File: config.mk
export PLATFORM = sky130hd
export DESIGN_NAME = rds_mod_unit
export DESIGN_NICKNAME = d
export VERILOG_FILES = /design/src/rtl/rds_pkg.sv /design/src/rtl/rds_mod_unit.sv
export SDC_FILE = /design/constraint.sdc
export NUM_CORES = 1
export LEC_CHECK = 0
export CORE_ASPECT_RATIO = 0.5
export CORE_MARGIN = 4
export CORE_UTILIZATION = 40
export CTS_BUF_LIST = sky130_fd_sc_hd__clkbuf_2
export DETAILED_ROUTE_END_ITERATION = 6
export DONT_BUFFER_PORTS = 1
export PLACE_DENSITY = 0.6
export SLEW_MARGIN = 25
export SYNTH_ARGS = -nofsm -noshare
export SYNTH_HDL_FRONTEND = slang
export SYNTH_SLANG_ARGS = --single-unit
File: constraint.sdc
create_clock -name clk -period 2.32 [get_ports clk]
set_clock_uncertainty 0.05 [all_clocks]
set_input_delay 0.116 -clock clk [delete_from_list [all_inputs] [get_ports clk]]
set_output_delay 0.116 -clock clk [all_outputs]
set_load 0.1 [all_outputs]
File: src/rtl/rds_pkg.sv
`timescale 1ns / 1ps

package rds_pkg;

  // default sizing
  localparam int DEF_TABLE_DEPTH  = 1024;
  localparam int DEF_HANDLE_WIDTH = 32;

  // fixed field widths
  localparam int CMD_W    = 2;
  localparam int VALUE_W  = 32;
  localparam int RAND_W   = 32;
  localparam int STATUS_W = 3;
  localparam int LIMIT_W  = 16;

  // register port
  localparam int CFG_ADDR_W = 4;
  localparam int CFG_DATA_W = 32;

  // command codes
  localparam logic [CMD_W-1:0] CMD_LOAD    = 2'd0;
  localparam logic [CMD_W-1:0] CMD_DRAW    = 2'd1;
  localparam logic [CMD_W-1:0] CMD_RESTART = 2'd2;

  // status codes
  localparam logic [STATUS_W-1:0] ST_DRAWN     = 3'd0;
  localparam logic [STATUS_W-1:0] ST_LOADED    = 3'd1;
  localparam logic [STATUS_W-1:0] ST_REJECTED  = 3'd2;
  localparam logic [STATUS_W-1:0] ST_EXHAUSTED = 3'd3;
  localparam logic [STATUS_W-1:0] ST_RESTARTED = 3'd4;

  // register indexes (word address)
  localparam logic [1:0] REG_WITH_REPL = 2'd0;
  localparam logic [1:0] REG_USE_LIMIT = 2'd1;
  localparam logic [1:0] REG_LIMIT     = 2'd2;

  typedef struct packed {
    logic [CMD_W-1:0]   command;
    logic [VALUE_W-1:0] entry_value;
    logic [RAND_W-1:0]  random_word;
  } request_t;

  typedef struct packed {
    logic [VALUE_W-1:0]  drawn_value;
    logic [STATUS_W-1:0] status;
  } result_t;

  typedef enum logic [1:0] {
    S_IDLE,
    S_LAST,
    S_DIV,
    S_PICK
  } state_t;

endpackage

File: src/rtl/rds_mod_unit.sv
`timescale 1ns / 1ps

module rds_mod_unit #(
  parameter int CNT_W = 11
) (
  input  logic                      clk,
  input  logic                      rst,
  input  logic                      start,
  input  logic [rds_pkg::RAND_W-1:0] dividend,
  input  logic [CNT_W-1:0]          divisor,
  output logic                      done,
  output logic [CNT_W-1:0]          remainder
);
  import rds_pkg::*;

  localparam int STEP_W = $clog2(RAND_W + 1);

  logic              run;
  logic [STEP_W-1:0] steps;
  logic [RAND_W-1:0] dq;
  logic [CNT_W-1:0]  dvs;
  logic [CNT_W:0]    shifted;
  logic [CNT_W:0]    diff;
  logic [CNT_W-1:0]  rem_step;

  // one restoring step: shift in the next dividend bit, subtract if it fits
  always_comb begin
    shifted = {remainder, dq[RAND_W-1]};
    diff    = shifted - {1'b0, dvs};
    if (shifted >= {1'b0, dvs}) begin
      rem_step = diff[CNT_W-1:0];
    end else begin
      rem_step = shifted[CNT_W-1:0];
    end
  end

  // step counter and done pulse
  always_ff @(posedge clk) begin
    if (rst) begin
      run   <= 1'b0;
      steps <= '0;
      done  <= 1'b0;
    end else begin
      done <= 1'b0;
      if (start) begin
        run   <= 1'b1;
        steps <= STEP_W'(RAND_W);
      end else if (run) begin
        steps <= steps - 1'b1;
        if (steps == STEP_W'(1)) begin
          run  <= 1'b0;
          done <= 1'b1;
        end
      end
    end
  end

  // datapath
  always_ff @(posedge clk) begin
    if (start) begin
      remainder <= '0;
      dq        <= dividend;
      dvs       <= divisor;
    end else if (run) begin
      remainder <= rem_step;
      dq        <= {dq[RAND_W-2:0], 1'b0};
    end
  end

endmodule

==> results.tsv, run 1 <==
stage	metric	value	unit
finish	layout-drive-gt1-share	0.319	
route	top_layer_used	met4	
route	m1WireLength	2930	um
floorplan	start_util	0.419	
cts	cts.sinks	62	
finish	nets	403	
global_route	grt-ovfl-total	0	
route	avgViaCountPerCell	4.92	
yosys	postSynthCellCount	265	
yosys	synth_nets	325	
cts	h-tree-depth	3	
route	wl_met3	376	um
sta	finalCriticalPeriod	2.36	ns
cts	cts_buffers	9	
critical_path	crit_slowest_cell	edfxtp_1	
placement	gp_congestion	0.798	
placement	dp_hpwl	4340	um
cts	cts_tree	built	
route	drc	0	
status	violations	negative setup slack	
sta	rsz0062_at_grt	yes	
floorplan	dieHeight	70.5	um
power	p_total	2940	uW
floorplan	dieArea	0.00938	mm^2
finish	area_growth	33.8	%
power	powerDensity	704	mW/mm^2
yosys	ys_types	52	
status	status	complete, but fails checks	
cts	cts-root-buf	clkbuf_2	
critical_path	r2r-start	dq[31]$_DFFE_PP_	
yosys	async_reset_ff_frac	0	
critical_path	cp-end-kind	register	
critical_path	timing.rr.end	remainder[10]$_SDFFE_PP0P_	
sta	layout_setup_ws	-0.0413	ns
global_route	grt_pass1_wl	11400	um
yosys	synth_edf_count	43	
worst_hold_path	min_path_type	in -> reg	
yosys	ys_seq_area_frac	0.535	
floorplan	core	0.00746	mm^2
yosys	post-synth-top-count-cell	edfxtp_1	
yosys	netlist_area	0.00313	mm^2
sta	min_period_over_period	1.02	
sta	finalHoldViolations	0	
placement	numPortBuffers	0	
critical_path	critPathRequiredTime	2.73	ns
yosys	yosysTopAreaCell	edfxtp_1	
critical_path	crit_start	dq[31]$_DFFE_PP_	
sta	finalMaxSlewViolations	0	
route	vias	2245	
sta	fmax	0.423	GHz
global_route	grt_usage	0.154	
sta	setup_viol	1	
placement	dp.cells	389	
critical_path	startpoint_type	register	
critical_path	worstPathArrival	2.77	ns
critical_path	r2r_cells	9	
yosys	synthTopCellsByArea	edfxtp_1 (41%), dfxtp_1 (12%), mux2_2 (11%)	
yosys	ys.flop_type	edfxtp_1	
yosys	synth_common_cells	edfxtp_1 (43), mux2_2 (31), nor2_1 (21)	
sta	slew_headroom	0.782	
critical_path	reg2reg_setup_slack	-0.04	ns
floorplan	row_count	22	
route	first_pass_iters	4	
cts	clk_pin_slew	0.19	ns
route	finalWirelength	6560	um
route	dr_wl_met2	3140	um
critical_path	crit_path_max_fanout	3	
route	ant_nets	0	
power	cellLeakagePower	0.00166	uW
global_route	antenna_found_initial	0	
finish	diodes	0	
yosys	syn_area_per_cell	11.8	um^2
critical_path	worstPathCellList	inv_1, ha_2, fa_2, and2b_1, o22a_2, o2111ai_4, and2_4, or3b_1, a311oi_2	
flow_run	cap_violations	0	
floorplan	boundaryPins	58	
yosys	yosys_warnings	0	
sta	tightest_slew	0.323	ns
route	routedWlPerCell	14.4	um
floorplan	die_w	133	um
route	drt-initial-drc-count	215	
placement	place_ws	-0.199	ns
global_route	grt_pass1_vias	2360	
yosys	ys_ff_latch	62	
worst_hold_path	hp-start	divisor[10]	
yosys	synth.top_cell.area_share	0.413	
global_route	grt_max_degree	58	
sta	whs	0.147	ns
critical_path	worst-setup-path-type	reg -> reg	
finish	fin_cells	456	
power	ir_worst_vdd	0.000417	V
critical_path	endpoint	remainder[10]$_SDFFE_PP0P_	
critical_path	cp_slowest_stage_delay	0.38	ns
cts	clockBufferDepth	2	
cts	clk_latency	0.52	ns
cell usage in the layout, fill, tap and decap left out, types with 3 or more instances in the layout:
master and instances:
dlygate4sd3_1 46, edfxtp_1 43, mux2_2 31, buf_4 29
nor2_1 21, inv_1 19, nand2_1 19, ha_1 11
clkbuf_2 9, dfxtp_1 9, dfxtp_2 8, a21oi_1 7
nand3_1 5, a311oi_1 5, a21o_1 4, xnor2_1 4
xor2_1 4, nor3_1 4, or2_2 3, o21ai_0 3
nor4_1 3, a311oi_2 3
layout make-up:
cell class | instances | area [um^2]
clock buffers | 9 | 45.0
clock inverters | 7 | 97.6
fillers | 624 | 3280
inverters | 20 | 75.1
multi-input cells | 172 | 1410
flip-flops and latches | 62 | 1690
well taps | 108 | 135
repair buffers | 78 | 728
power by group:
part | internal (uW) | switching, uW
Clock | 359 | 443
Sequential | 1300 | 40.7
Combinational | 342 | 456
flip-flops by register name, indices dropped and copies added (netlist names):
signal     flops
steps          6
remainder     11
done           1
dvs           11
run            1
dq            32
stage by stage:
step / util / setup TNS, ns / instance area [um^2]
floorplan: - / -0.924 / 3150
global placement: 0.460 / -0.126 / 3430
detailed placement: 0.460 / -0.292 / 3430
CTS: 0.551 / -0.0513 / 4110
global route: 0.561 / -0.585 / 4180
finish: 0.561 / -0.0413 / 4180
logic make-up (layout without fill, tap and decap cells):
logic type                 count (synthesis)  in the layout  share of synthesized area
muxes                                     33             33                      0.118
AOI/OAI and AO/OA                         45             45                      0.110
and+or+nand+nor                           72             72                      0.115
buffers and inverters                     31            114                     0.0412
adders and majority gates                 14             14                     0.0584
xor gates and xnor gates                   8              8                     0.0224
DFF                                       62             62                      0.535
routing by layer:
metal	vias to the layer above	GRT usage
li1	1140	-
met1	1041	0.191
met2	51	0.248
met3	13	0.0554
met4	0	0.0576
met5	-	0
worst max-delay path: cells and delay by family (launching register included):
kind	cells	cell delay, ns
buffers and inverters	1	0.05
adders and majority gates	2	0.51
and+or+nand+nor	3	0.79
DFF	1	0.38
AOI/OAI and AO/OA	3	0.52
how the worst min path moves through the flow:
stage	endpoint	slack, ns	depth (start not counted)
3_5_place_dp	remainder[3]$_SDFFE_PP0P_	0.14	1
6_report	dvs[10]$_DFFE_PP_	0.15	1
3_3_place_gp	run$_SDFF_PP0_	0.14	1
4_1_cts	dvs[8]$_DFFE_PP_	0.1	1
2_1_floorplan	run$_SDFF_PP0_	0.14	1
5_1_grt	dvs[5]$_DFFE_PP_	0.07	1
timing repair:
item | in CTS | in global routing
pin swaps | 5 | 10
endpoints found under the hold margin | 83 | 0
setup endpoints to repair | 10 | 11
resized for setup | 10 | 8
setup buffers | 1 | 3
hold buffers | 47 | 0
(Power assumes the default switching activity.)
==> run 2, diff against run 1 <==
PLACE_DENSITY = 0.62   (was 0.6)
==> results.tsv, run 2 (synthesis gave the netlist of run 1 again) <==
stage	metric	value	unit
floorplan	dieArea	0.00938	mm^2
floorplan	die_w	133	um
global_route	grt_pass1_wl	11200	um
sta	layout_setup_ws	-0.0810	ns
placement	dp_hpwl	4320	um
power	p_switching	941	uW
finish	diodes	0	
sta	finalCriticalPeriod	2.40	ns
floorplan	start_util	0.419	
cts	clk_pin_slew	0.18	ns
critical_path	worstPathArrival	2.78	ns
sta	finalHoldViolations	0	
sta	slew_headroom	0.704	
power	p_int	1910	uW
sta	fmax	0.416	GHz
worst_hold_path	min_path_type	in -> reg	
finish	nets	402	
finish	layout-drive-gt1-share	0.331	
route	finalWirelength	6950	um
route	drc	0	
cts	clockBufferDepth	2	
cts	cts_tree	built	
finish	layout_commonest_cell	dlygate4sd3_1	
critical_path	crit_path_max_fanout	3	
placement	place_area	0.00342	mm^2
cts	clk_latency	0.50	ns
power	cellLeakagePower	0.00166	uW
power	p_total	2850	uW
floorplan	row_count	22	
sta	tightest_slew	0.444	ns
power	power_frac_comb	0.290	
sta	rsz0062_at_grt	yes	
finish	area_growth	34.6	%
cts	cts_buffers	9	
route	first_pass_iters	4	
global_route	grt_usage	0.152	
route	routedWlPerCell	15.3	um
route	vias	2319	
global_route	grt_pass1_vias	2438	
route	avgViaCountPerCell	5.10	
critical_path	crit_slowest_cell	edfxtp_1	
finish	final_util	0.564	
floorplan	dieHeight	70.5	um
finish	regMostFlops	dq	
placement	gp_congestion	0.806	
floorplan	core	0.00746	mm^2
power	swShare	0.330	
critical_path	worst-setup-path-type	reg -> reg	
critical_path	startpoint_type	register	
critical_path	worstPathCellList	inv_1, ha_2, fa_2, and2b_2, o22a_2, o2111ai_4, and2_4, or3b_1, a311oi_2	
cts	cts.sinks	62	
critical_path	cp_slowest_stage_delay	0.39	ns
sta	whs	0.178	ns
cts	h-tree-depth	3	
finish	design_area	0.00421	mm^2
sta	setup_viol	6	
critical_path	cp-end-kind	register	
sta	finalMaxSlewViolations	0	
power	ir_worst_vdd	0.000467	V
power	pwr-share-clk	0.237	
power	seqPwrFrac	0.473	
finish	reg_top3	dq (32), dvs (11), remainder (11)	
status	violations	negative setup slack	
floorplan	boundaryPins	58	
global_route	grt-ovfl-total	0	
sta	min_period_over_period	1.03	
status	status	complete, but fails checks	
finish	largest_reg_flops	32	
cts	cts-root-buf	clkbuf_2	
route	ant_nets	0	
critical_path	critPathRequiredTime	2.70	ns
global_route	antenna_found_initial	0	
finish	layout_common_cells	dlygate4sd3_1 (46), edfxtp_1 (43), mux2_2 (31), buf_4 (26), nor2_1 (21)	
route	drt-initial-drc-count	160	
global_route	grt_max_degree	59	
placement	numPortBuffers	0	
power	powerDensity	677	mW/mm^2
flow_run	cap_violations	0	
==> run 2: changes by cell type in the layout (fill, tap and decap cells not counted), sizes merged <==
cell / delta
nand2: +1
clkinvlp: -1
clkbuf: +2
clkinv: +1
buf: -2
bufinv: -1
inv: -1
==> run 2: final timing paths <==
kind	start	to	slack [ns]	cells after the start
max	dq[31]$_DFFE_PP_	remainder[10]$_SDFFE_PP0P_	-0.08	9
min reg2reg	steps[1]$_SDFFE_PP0P_	steps[1]$_SDFFE_PP0P_	0.46	2
min	divisor[1]	dvs[1]$_DFFE_PP_	0.18	1
max reg2reg	dq[31]$_DFFE_PP_	remainder[10]$_SDFFE_PP0P_	-0.08	9
==> run 2: timing repair <==
action | 4_1_cts | 5_1_grt
gates resized for setup | 8 | 19
pin swaps | 7 | 12
hold endpoints to repair | 73 | 0
buffers inserted | 1 | 4
hold buffers | 47 | 0
setup endpoints to repair | 10 | 11
gates cloned | 0 | 1
==> run 2: routing by layer <==
metal,routed length (um),vias to the layer above,GRT usage
met5,0,-,0
met3,372,9,0.0583
met4,92,0,0.0588
met1,2990,1112,0.170
li1,-,1135,-
met2,3490,63,0.267
==> run 2: power by group through the flow <==
stage | Sequential [uW] | Clock, uW | Combinational [uW]
6_report | 1350 | 674 | 826
5_1_grt | 1360 | 755 | 894
4_1_cts | 1350 | 708 | 761
3_5_place_dp | 1370 | 0 | 650
3_3_place_gp | 1370 | 0 | 640
2_1_floorplan | 1500 | 0 | 376
==> run 2: metrics by stage <==
| stage | setup WS [ns] | instances | setup TNS [ns] |
|---|---|---|---|
| floorplan | -0.124 | 265 | -0.924 |
| global placement | -0.134 | 387 | -0.141 |
| detailed placement | -0.176 | 387 | -0.311 |
| CTS | -0.0745 | 451 | -0.108 |
| global route | -0.209 | 455 | -1.23 |
| finish | -0.0810 | 455 | -0.233 |
==> run 2: layout make-up <==
class	count	area, um^2
Clock buffer	11	55.1
Clock inverter	5	60.1
Fill cell	610	3250
Inverter	20	75.1
Multi-Input combinational cell	173	1470
Sequential cell	62	1690
Tap cell	108	135
Timing Repair Buffer	76	726
==> run 2: critical path: cells and delay by family, from the launching register on <==
family | cells | cell delay (ns)
and+or+nand+nor | 3 | 0.76
AOI/OAI and AO/OA | 3 | 0.55
adders and majority gates | 2 | 0.53
DFF | 1 | 0.39
buffers and inverters | 1 | 0.05
